==> config.mk <==
export PLATFORM = sky130hd
export DESIGN_NAME = ffha_ctrl
export DESIGN_NICKNAME = d
export VERILOG_FILES = /design/src/rtl/core/ffha_pkg.sv /design/src/rtl/core/ffha_ctrl.sv
export SDC_FILE = /design/constraint.sdc
export NUM_CORES = 1
export LEC_CHECK = 0
export BUFFER_PORTS_ARGS = -buffer_cell sky130_fd_sc_hd__buf_2
export CAP_MARGIN = 20
export CORE_AREA = 2 2 39 41
export DETAILED_ROUTE_END_ITERATION = 10
export DIE_AREA = 0 0 41 43
export PLACE_DENSITY = 0.68
export SYNTH_ARGS = -nofsm -noshare
export SYNTH_HDL_FRONTEND = slang
export SYNTH_SLANG_ARGS = --single-unit
==> constraint.sdc <==
create_clock -name clk -period 3.4 [get_ports clk]
set_input_delay 0.34 -clock clk [delete_from_list [all_inputs] [get_ports clk]]
set_output_delay 0.34 -clock clk [all_outputs]
set_load 0.01 [all_outputs]
==> src/rtl/core/ffha_pkg.sv <==
// Shared types and constants for the first-fit heap allocator.
// No dependencies; every other file of the block depends on this package.
`timescale 1ns / 1ps
`default_nettype none

package ffha_pkg;

  // Heap geometry
  localparam int HEAP_BYTES   = 4096;
  localparam int HEADER_BYTES = 16;
  localparam int ADDR_W       = $clog2(HEAP_BYTES);   // byte offset into the heap
  localparam int POS_W        = ADDR_W + 1;           // walk position, may reach HEAP_BYTES
  localparam int SIZE_W       = 12;                   // chunk data size field
  localparam int OFS_W        = 12;                   // offset fields on the channels

  localparam logic [POS_W-1:0]  HDR_POS     = POS_W'(HEADER_BYTES);
  localparam logic [SIZE_W-1:0] HDR_SIZE    = SIZE_W'(HEADER_BYTES);
  localparam logic [SIZE_W-1:0] RESET_SIZE  = SIZE_W'(HEAP_BYTES - HEADER_BYTES);

  // Command codes
  localparam logic CMD_ALLOC = 1'b0;
  localparam logic CMD_FREE  = 1'b1;

  // Status codes
  localparam logic ST_DONE  = 1'b0;
  localparam logic ST_NOFIT = 1'b1;

  // One header entry
  typedef struct packed {
    logic              busy;
    logic [SIZE_W-1:0] size;
  } header_t;

  // Controller states
  typedef enum logic [3:0] {
    S_IDLE,
    S_A_RD,
    S_A_CHK,
    S_A_SPLIT,
    S_F_RD,
    S_F_WR,
    S_M_RD,
    S_M_CHK,
    S_M_NRD,
    S_M_NCHK,
    S_M_WB,
    S_DONE
  } state_t;

  // Datapath operations
  typedef enum logic [3:0] {
    OP_NONE,
    OP_LOAD,
    OP_NOFIT,
    OP_A_READ,
    OP_A_CHECK,
    OP_A_SPLIT,
    OP_F_READ,
    OP_F_WRITE,
    OP_M_READ,
    OP_M_CHECK,
    OP_M_NREAD,
    OP_M_NCHECK,
    OP_M_WB,
    OP_RESULT
  } dp_op_t;

  typedef struct packed {
    dp_op_t op;
  } dp_cmd_t;

  typedef struct packed {
    logic is_free;    // latched command is a free
    logic head_ok;    // free offset is at least one header
    logic at_end;     // walk position reached the end of the heap
    logic nx_end;     // merge neighbor is at or past the end of the heap
    logic e_busy;     // read entry is busy
    logic fit;        // read entry is free and large enough
    logic split;      // remainder can hold a header and starts in the heap
    logic slot_free;  // output register can take a result
  } dp_stat_t;

endpackage

`default_nettype wire

==> src/rtl/core/ffha_ctrl.sv <==
// Allocator controller: sequences the chunk walks for alloc, free and merge.
// Depends on ffha_pkg; drives ffha_dp through dp_cmd_t and reads dp_stat_t.
`timescale 1ns / 1ps
`default_nettype none

module ffha_ctrl (
  input  wire                 clk,
  input  wire                 rst,
  input  wire                 req_valid,
  input  wire                 req_command,
  output logic                req_ready,
  output ffha_pkg::dp_cmd_t   cmd,
  input  ffha_pkg::dp_stat_t  stat
);
  import ffha_pkg::*;

  state_t state;
  state_t state_next;

  always_ff @(posedge clk) begin
    if (rst) begin
      state <= S_IDLE;
    end else begin
      state <= state_next;
    end
  end

  // Next state
  always_comb begin
    state_next = state;
    unique case (state)
      S_IDLE: begin
        if (req_valid) begin
          state_next = (req_command == CMD_FREE) ? S_F_RD : S_A_RD;
        end
      end
      S_A_RD:    state_next = stat.at_end ? S_DONE : S_A_CHK;
      S_A_CHK: begin
        if (stat.fit) begin
          state_next = stat.split ? S_A_SPLIT : S_DONE;
        end else begin
          state_next = S_A_RD;
        end
      end
      S_A_SPLIT: state_next = S_DONE;
      S_F_RD:    state_next = stat.head_ok ? S_F_WR : S_DONE;
      S_F_WR:    state_next = S_M_RD;
      S_M_RD:    state_next = stat.at_end ? S_DONE : S_M_CHK;
      S_M_CHK:   state_next = stat.e_busy ? S_M_RD : S_M_NRD;
      S_M_NRD:   state_next = stat.nx_end ? S_M_WB : S_M_NCHK;
      S_M_NCHK:  state_next = stat.e_busy ? S_M_WB : S_M_NRD;
      S_M_WB:    state_next = S_M_RD;
      S_DONE:    state_next = stat.slot_free ? S_IDLE : S_DONE;
      default:   state_next = S_IDLE;
    endcase
  end

  // Outputs
  always_comb begin
    req_ready = 1'b0;
    cmd.op    = OP_NONE;
    unique case (state)
      S_IDLE: begin
        req_ready = 1'b1;
        if (req_valid) begin
          cmd.op = OP_LOAD;
        end
      end
      S_A_RD:    cmd.op = stat.at_end ? OP_NOFIT : OP_A_READ;
      S_A_CHK:   cmd.op = OP_A_CHECK;
      S_A_SPLIT: cmd.op = OP_A_SPLIT;
      S_F_RD:    cmd.op = stat.head_ok ? OP_F_READ : OP_NONE;
      S_F_WR:    cmd.op = OP_F_WRITE;
      S_M_RD:    cmd.op = stat.at_end ? OP_NONE : OP_M_READ;
      S_M_CHK:   cmd.op = OP_M_CHECK;
      S_M_NRD:   cmd.op = stat.nx_end ? OP_NONE : OP_M_NREAD;
      S_M_NCHK:  cmd.op = OP_M_NCHECK;
      S_M_WB:    cmd.op = OP_M_WB;
      S_DONE:    cmd.op = stat.slot_free ? OP_RESULT : OP_NONE;
      default:   cmd.op = OP_NONE;
    endcase
  end

endmodule

`default_nettype wire

Word level (Yosys, flattened, before mapping) --
Index checks and enable logic that the tools add are counted.
Word-level totals: register bits 4, bits in latches 0, memory bits (writable) 0, bits in read-only memories 0, input port bits 12, output and inout port bits 5, word-level logic and storage cells 35, memories 0
Operators by class: add/sub/neg operators 0, multipliers 0, divide/modulo/power cells 0, $lt $le $gt $ge 0, equal/unequal tests 12, shifts and indexed selects 0, multiplexer cells 20, bitwise logic cells 0, reduce and logical (&&, ||, !) cells 2
Operators with widths (count):
- $pmux 4 s12 | 1
- $mux 4 | 11
- $pmux 4 s11 | 1
- $eq 4x3->1 const B | 4
- $eq 4x4->1 const B | 4
- $eq 4x2->1 const B | 2
- $mux 3 | 2
- $eq 4x1->1 const B | 1
- $logic_not 4->1 | 1
- $mux 2 | 2
- $mux 1 | 3
- $ne 2x2->1 const B | 1
- $reduce_or 2->1 | 1

Logic depth before layout (Yosys ltp) --
Gate-level depths: netlist of run 1.
word-level depth 3, gate-level depth with buffers 6, depth with buffers taken out 4

Least setup slack after synthesis of run 1 --
OpenSTA, ideal clock, no wires.
path kind register -> output, start reg state[1], end out cmd[0] (netlist bit), data arrival time 1.110 ns, data required time 3.060 ns, slack 1.950 ns, cell stages (with the launch flop) 4, path through dfxtp_1 buf_4 or3_1 o22ai_1
RTL lines:
- start: declaration | line ffha_ctrl.sv:17 | state_t state;
- start signal: assignment | line ffha_ctrl.sv:24 | state <= state_next;
- end: declaration | line ffha_ctrl.sv:12 | output ffha_pkg::dp_cmd_t cmd,

==> results of run 1 <==
per-stage QoR:
| stage | worst slack [ps] | cell area [sq um] |
|---|---|---|
| final | 1257 | 593.1 |
| after global routing | 1141 | 593.1 |
| after CTS | 1253 | 593.1 |
| after detailed placement | 1523 | 570.5 |
| after global placement | 1524 | 570.5 |
| after floorplan | 1950 | 528.0 |
placed cells by master (no fill, tap or decap), types with 2 or more instances in the layout:
cell type  Yosys  routed
a31oi_1        4       4
a21oi_1        7       7
nor2b_1        4       4
dfxtp_1        4       4
nand2_1        5       5
nor3_1         2       2
inv_1          8       8
o21ai_0        6       6
or3_1          2       2
a22o_1         2       2
buf_2          0      15
nand2b_1       2       2
nor2_1         8       8
mux2i_1        2       2
nand3_1        2       2
clkbuf_4       0       3
final cells by class:
cell class,count,share of cell area
tap,16,0.03376
multi-input combinational,60,0.6160
sequential,4,0.1350
timing repair buffer,15,0.1266
inverter,8,0.05063
clock buffer,3,0.03797
worst paths after layout:
kind,endpoint,slack [ps],start
worst max-delay path,cmd[3],1260,state[1]$_SDFFE_PP0P_
worst min-delay path,state[3]$_SDFFE_PP0P_,460,stat[2]
worst max register to register,state[1]$_SDFFE_PP0P_,1850,state[2]$_SDFFE_PP0P_
worst min register to register,state[0]$_SDFFE_PP0P_,670,state[0]$_SDFFE_PP0P_
cells by family (layout without fill, tap and decap cells):
group                  Yosys count  after routing  share of synthesized area
AND/OR/NAND/NOR                 30             30                     0.3033
flip-flops                       4              4                     0.1517
buffers and inverters           14             26                     0.1564
AO/OA/AOI/OAI                   28             28                     0.3507
multiplexers                     2              2                    0.03792
synth_stat cells:
cell / n / area, sq um
buf_6: 2 / 22.52
nor3_1: 2 / 10.01
dfxtp_1: 4 / 80.08
nor4b_1: 1 / 8.760
inv_1: 8 / 30.03
a221o_1: 1 / 10.01
a22o_1: 2 / 17.52
o211ai_1: 1 / 7.510
or3_1: 2 / 12.51
nand2_1: 5 / 18.77
o21bai_1: 1 / 7.510
o2bb2ai_1: 1 / 8.760
o21ai_1: 1 / 5.000
and3_1: 1 / 6.260
and2b_1: 1 / 7.510
mux2i_1: 2 / 20.02
nand4_1: 1 / 6.260
nor2b_1: 4 / 25.02
a31oi_1: 4 / 25.02
a2111oi_2: 1 / 15.01
nor4_2: 1 / 12.51
buf_4: 4 / 30.03
nand3_1: 2 / 10.01
nor2_1: 8 / 30.03
nand2b_1: 2 / 12.51
a41oi_1: 1 / 8.760
o22a_1: 1 / 8.760
a21oi_1: 7 / 35.03
o22ai_1: 1 / 6.260
o21ai_0: 6 / 30.03
layer usage:
layer | routed length, um | vias to the layer above
li1 | - | 312
met1 | 609 | 261
met2 | 584 | 21
met3 | 72 | 0
met4 | 0 | 0
met5 | 0 | -
power by group:
group          switching [mW]  internal [mW]  total, mW  leakage (nW)
sequential             0.0820         0.0655      0.148        0.0328
combinational           0.152          0.149      0.301         0.212
clock                  0.0234         0.0398     0.0632        0.0138
worst reg2reg max path: cells and delay by family, from the launching register on:
kind                   cells  cell delay [ps]
and+or+nand+nor            2              440
AOI/OAI and AO/OA          1              140
buffers and inverters      1              230
DFF                        1              670
==> metrics.cfg, run 1 <==
[floorplanning]
num_io_pins=17
dieArea_sq_um=1763
initial_core_util=0.3816
core_area_sq_um=1384
row_count=14
die_h_um=43
die_w_um=41

[power]
power.total_uw=511.7
cellPowerDensity_nw_per_um2=862.8
p_leak_nw=0.2581
peakVddDrop_mv=0.2745

[synthesis]
yosys_warnings=0
synth.yosys.seq_area_share=0.1517
netlist_instances=78
postSynthAreaPerCell_sq_um=6.769
synth.distinct_cells=30
synth_area_sq_um=528.0
synth.ff_latch_count=4
syn-num-nets=90

[outcome]
status=finished clean

[worst_setup_path]
critPathMaxFanout=17
max_stage_delay_ps=680
critPathTopFamily=flip-flops
critPathCaptureType=primary output
criticalPathCategory=register to primary output
cp.arrival_ps=1800
slowest_stage=dfxtp_1
worst-r2r-cell-count=4
start_kind=register
cp.depth=5
worstPathCellList=inv_1 > or3_1 > nand4_1 > o21ai_1 > buf_2
cp.required_ps=3060
critPathBufInv=2

[place]
hpwl_um=888.6
place_inst=103
place.gp.congestion=0.7130
io_buffers=15

[layout]
final_cells=106
seqCellArea_sq_um=80.08
n_fill_cell=156
top_regs=state x4
antenna-diode-count=0
layout-drive-gt1-share=0.2222
final_util=0.4286
area.growth.synth_to_final_pct=12.32
multi_input_area_sq_um=365.4
largest_reg_flops=4
final_nets=104
top_register=state

[global_route]
grtUsageMet1=0.2317
grt_use_total=0.1570
grt_pass1_vias=463
grt_start_max_net_pins=22
met3_usage=0.03141
top_usage_layer=met1
grt_pass1_wl_mm=1.966
grt.overflow.total=0
antenna_found_initial=0
grt_util_met2=0.2250

[drt]
first_pass_iters=4
viasPerCell=5.604
drt-total-wl_mm=1.266
drc=0
ant_nets=0
routedWlPerCell_um=11.94
via_count=594
drt_iter0_drc=25

[timing]
rsz0062_at_grt=false
slew_headroom=0.5409
skew_ps=2.027
worstMarginPinSlew_ps=687.7
final_max_slew_viol_count=0
min_period_ps=2143
hold_viol=0
fin_hold_ws_ps=459.7
clock.fmax_mhz=466.7
setup_viol=0
post-route-period-util=0.6302
finalSetupTns_ps=0

[clock_network]
clock_tree.buffer_depth=2
clock-sinks=4
cts_buffers=3
root_buffer=clkbuf_4
clk_latency_ps=240
post_cts_buffers=0
cts_tree=yes
ctsHtreeMaxLevel=1
cts_resized=0
clk_pin_slew_ps=40
ctsHoldBuffers=0

[hold_path]
hold_depth=3
hp-class=input port to register

[job]
drv_cap=0

No activity file was read; power rests on OpenSTA's default activity.
==> inputs of run 2 (changes only) <==
Settings changed: ABC_AREA set to 1, PLACE_DENSITY 0.68 to 0.65.
Clock period 3.4 ns to 1.8 ns, I/O delays scaled along.
==> metrics.cfg, run 2 <==
[outcome]
status=finished clean

[worst_setup_path]
cp.arrival_ps=1430
timing.critical_path.mode_cell=nor2_1
cp.required_ps=1620
critPathMaxFanout=9
worstPathCellList=inv_2 > nor2_4 > nand2_1 > nor2_1 > nor2_1 > nand4_1 > buf_2
criticalPathCategory=register to primary output
start_kind=register
slowest_stage=dfxtp_1
critPathCaptureType=primary output
max_stage_delay_ps=450

[synthesis]
postSynthAreaPerCell_sq_um=5.379
synth_area_sq_um=467.9
synth-edff-count=0
synth_ff_type=dfxtp_1
yosys.area_share.simple=0.6176
yosysMostFrequentCell=nand2_1
synth_compound_area_frac=0.1150
postSynth.asyncResetShare=0
synthMuxAreaShare=0
synth_top_area_share=0.1845
synth_area_leaders=nand2_1, dfxtp_1, nand3_1
synth_top_family_by_area=simple AND/OR/NAND/NOR gates
synth.ff_latch_count=4
synthAdderAreaFrac=0
synth.yosys.seq_area_share=0.1711
netlist_instances=87
synth_xor_xnor_area_share=0
yosys_warnings=0
synth.distinct_cells=17
syn-num-nets=99
yosysTopAreaCell=nand2_1
synth_common_cells=nand2_1, nand3_1, nor2_1

[timing]
fin_hold_ws_ps=142.4
finalSetupTns_ps=0
clock.fmax_mhz=622.7
post-route-period-util=0.8921
slew_headroom=0.8192
min_period_ps=1606
skew_ps=1.873
hold_viol=0
setup_viol=0
worstMarginPinSlew_ps=268.8
final_max_slew_viol_count=0
rsz0062_at_grt=false

[drt]
first_pass_iters=4
drt_iter0_drc=22
drt-total-wl_mm=1.192
viasPerCell=4.975
via_count=602
routedWlPerCell_um=9.851
drc=0
ant_nets=0

[power]
p_comb_frac=0.708
seq_power_share=0.190
power.total_mw=1.067
cellPowerDensity_nw_per_um2=1814
peakVddDrop_mv=0.7687
switching_share=0.5490
p_leak_nw=0.3332
switchingPower_uw=585.8
p_clk_frac=0.102
p_int_uw=481.1

[place]
io_buffers=15
place.gp.congestion=0.8005
hpwl_um=984.6

[layout]
largest_reg_flops=4
top_register=state
final_nets=119
n_fill_cell=163
layout-drive-gt1-share=0.2476
layout_common_cells=nand2_1, nand3_1, buf_2
area.growth.synth_to_final_pct=25.67
antenna-diode-count=0
top_regs=state x4
final_common_cell=nand2_1

[global_route]
grt_pass1_wl_mm=1.938
grt_pass1_vias=511
grt_use_total=0.1600
grt.overflow.total=0
antenna_found_initial=0
grt_start_max_net_pins=10

[floorplanning]
row_count=14
die_w_um=41
num_io_pins=17
dieArea_sq_um=1763
initial_core_util=0.3382
die_h_um=43
core_area_sq_um=1384

[clock_network]
root_buffer=clkbuf_4
cts_tree=yes
cts_buffers=3
clock_tree.buffer_depth=2
clock-sinks=4
clk_pin_slew_ps=40
post_cts_buffers=0
clk_latency_ps=230
ctsHtreeMaxLevel=1

[job]
drv_cap=0

[hold_path]
hp-class=input port to register

[run 2: cell count changes after synthesis, moves of 4 or more]
cell	before	now
nand2_1	5	23
a31oi_1	4	0
o21ai_0	6	1
buf_4	4	0
nand3_1	2	16
nor2_1	8	15
a21oi_1	7	2
nor2b_1	4	0
[run 2: final cells by class]
class / count / area [sq um] / area share
multi-input combinational: 71 / 345.3 / 0.5872
sequential: 4 / 80.08 / 0.1362
timing repair buffer: 15 / 75.07 / 0.1277
inverter: 12 / 45.04 / 0.07660
clock buffer: 3 / 22.52 / 0.03830
tap: 16 / 20.02 / 0.03404
[run 2: path summary, 6_finish.rpt]
path,from,to,slack [ps],depth (start not counted)
max,state[3]$_SDFFE_PP0P_,cmd[3],190,7
min,rst,state[1]$_SDFFE_PP0P_,140,2
max reg2reg,state[3]$_SDFFE_PP0P_,state[0]$_SDFFE_PP0P_,550,7
min reg2reg,state[2]$_SDFFE_PP0P_,state[2]$_SDFFE_PP0P_,680,3
[run 2: per-stage QoR]
step / util / instance area (sq um) / setup WS [ps] / instances
floorplan: - / 467.9 / 624.9 / 87
detailed placement: 0.4069 / 563.0 / 393.6 / 118
finish: 0.4250 / 588.1 / 194.2 / 121
CTS: 0.4231 / 585.6 / 132.9 / 121
global placement: 0.4069 / 563.0 / 372.5 / 118
global route: 0.4250 / 588.1 / 55.45 / 121
[run 2: kinds of logic after synthesis]
kind of cell / Yosys count
simple gates: 63
buf+inv: 12
flops: 4
compound gates: 8
[run 2: metal layers]
layer,GRT usage,part of all wire
met2,0.2250,0.48
met4,0.1067,0.011
met3,0.02618,0.057
met1,0.2136,0.45
met5,0,0
[run 2: power by group through the flow]
stage               Sequential, mW  Clock (mW)  Combinational, mW
finish                       0.203       0.108              0.756
global route                 0.213       0.124              0.858
CTS                          0.198       0.116              0.760
detailed placement           0.200           0              0.757
global placement             0.203           0              0.758
floorplan                    0.188           0              0.548
[run 2: critical path, delay by kind of cell (launching register included)]
family,cells,cell delay [ps]
and+or+nand+nor,5,530
DFF,1,450
buffers and inverters,2,210
[run 2: what timing repair did]
| action | in CTS | in global routing |
|---|---|---|
| endpoints found under the setup margin | 0 | 1 |
| hold buffers | 0 | 0 |
| gates resized for setup | 0 | 1 |
| hold endpoints to repair | 0 | 0 |
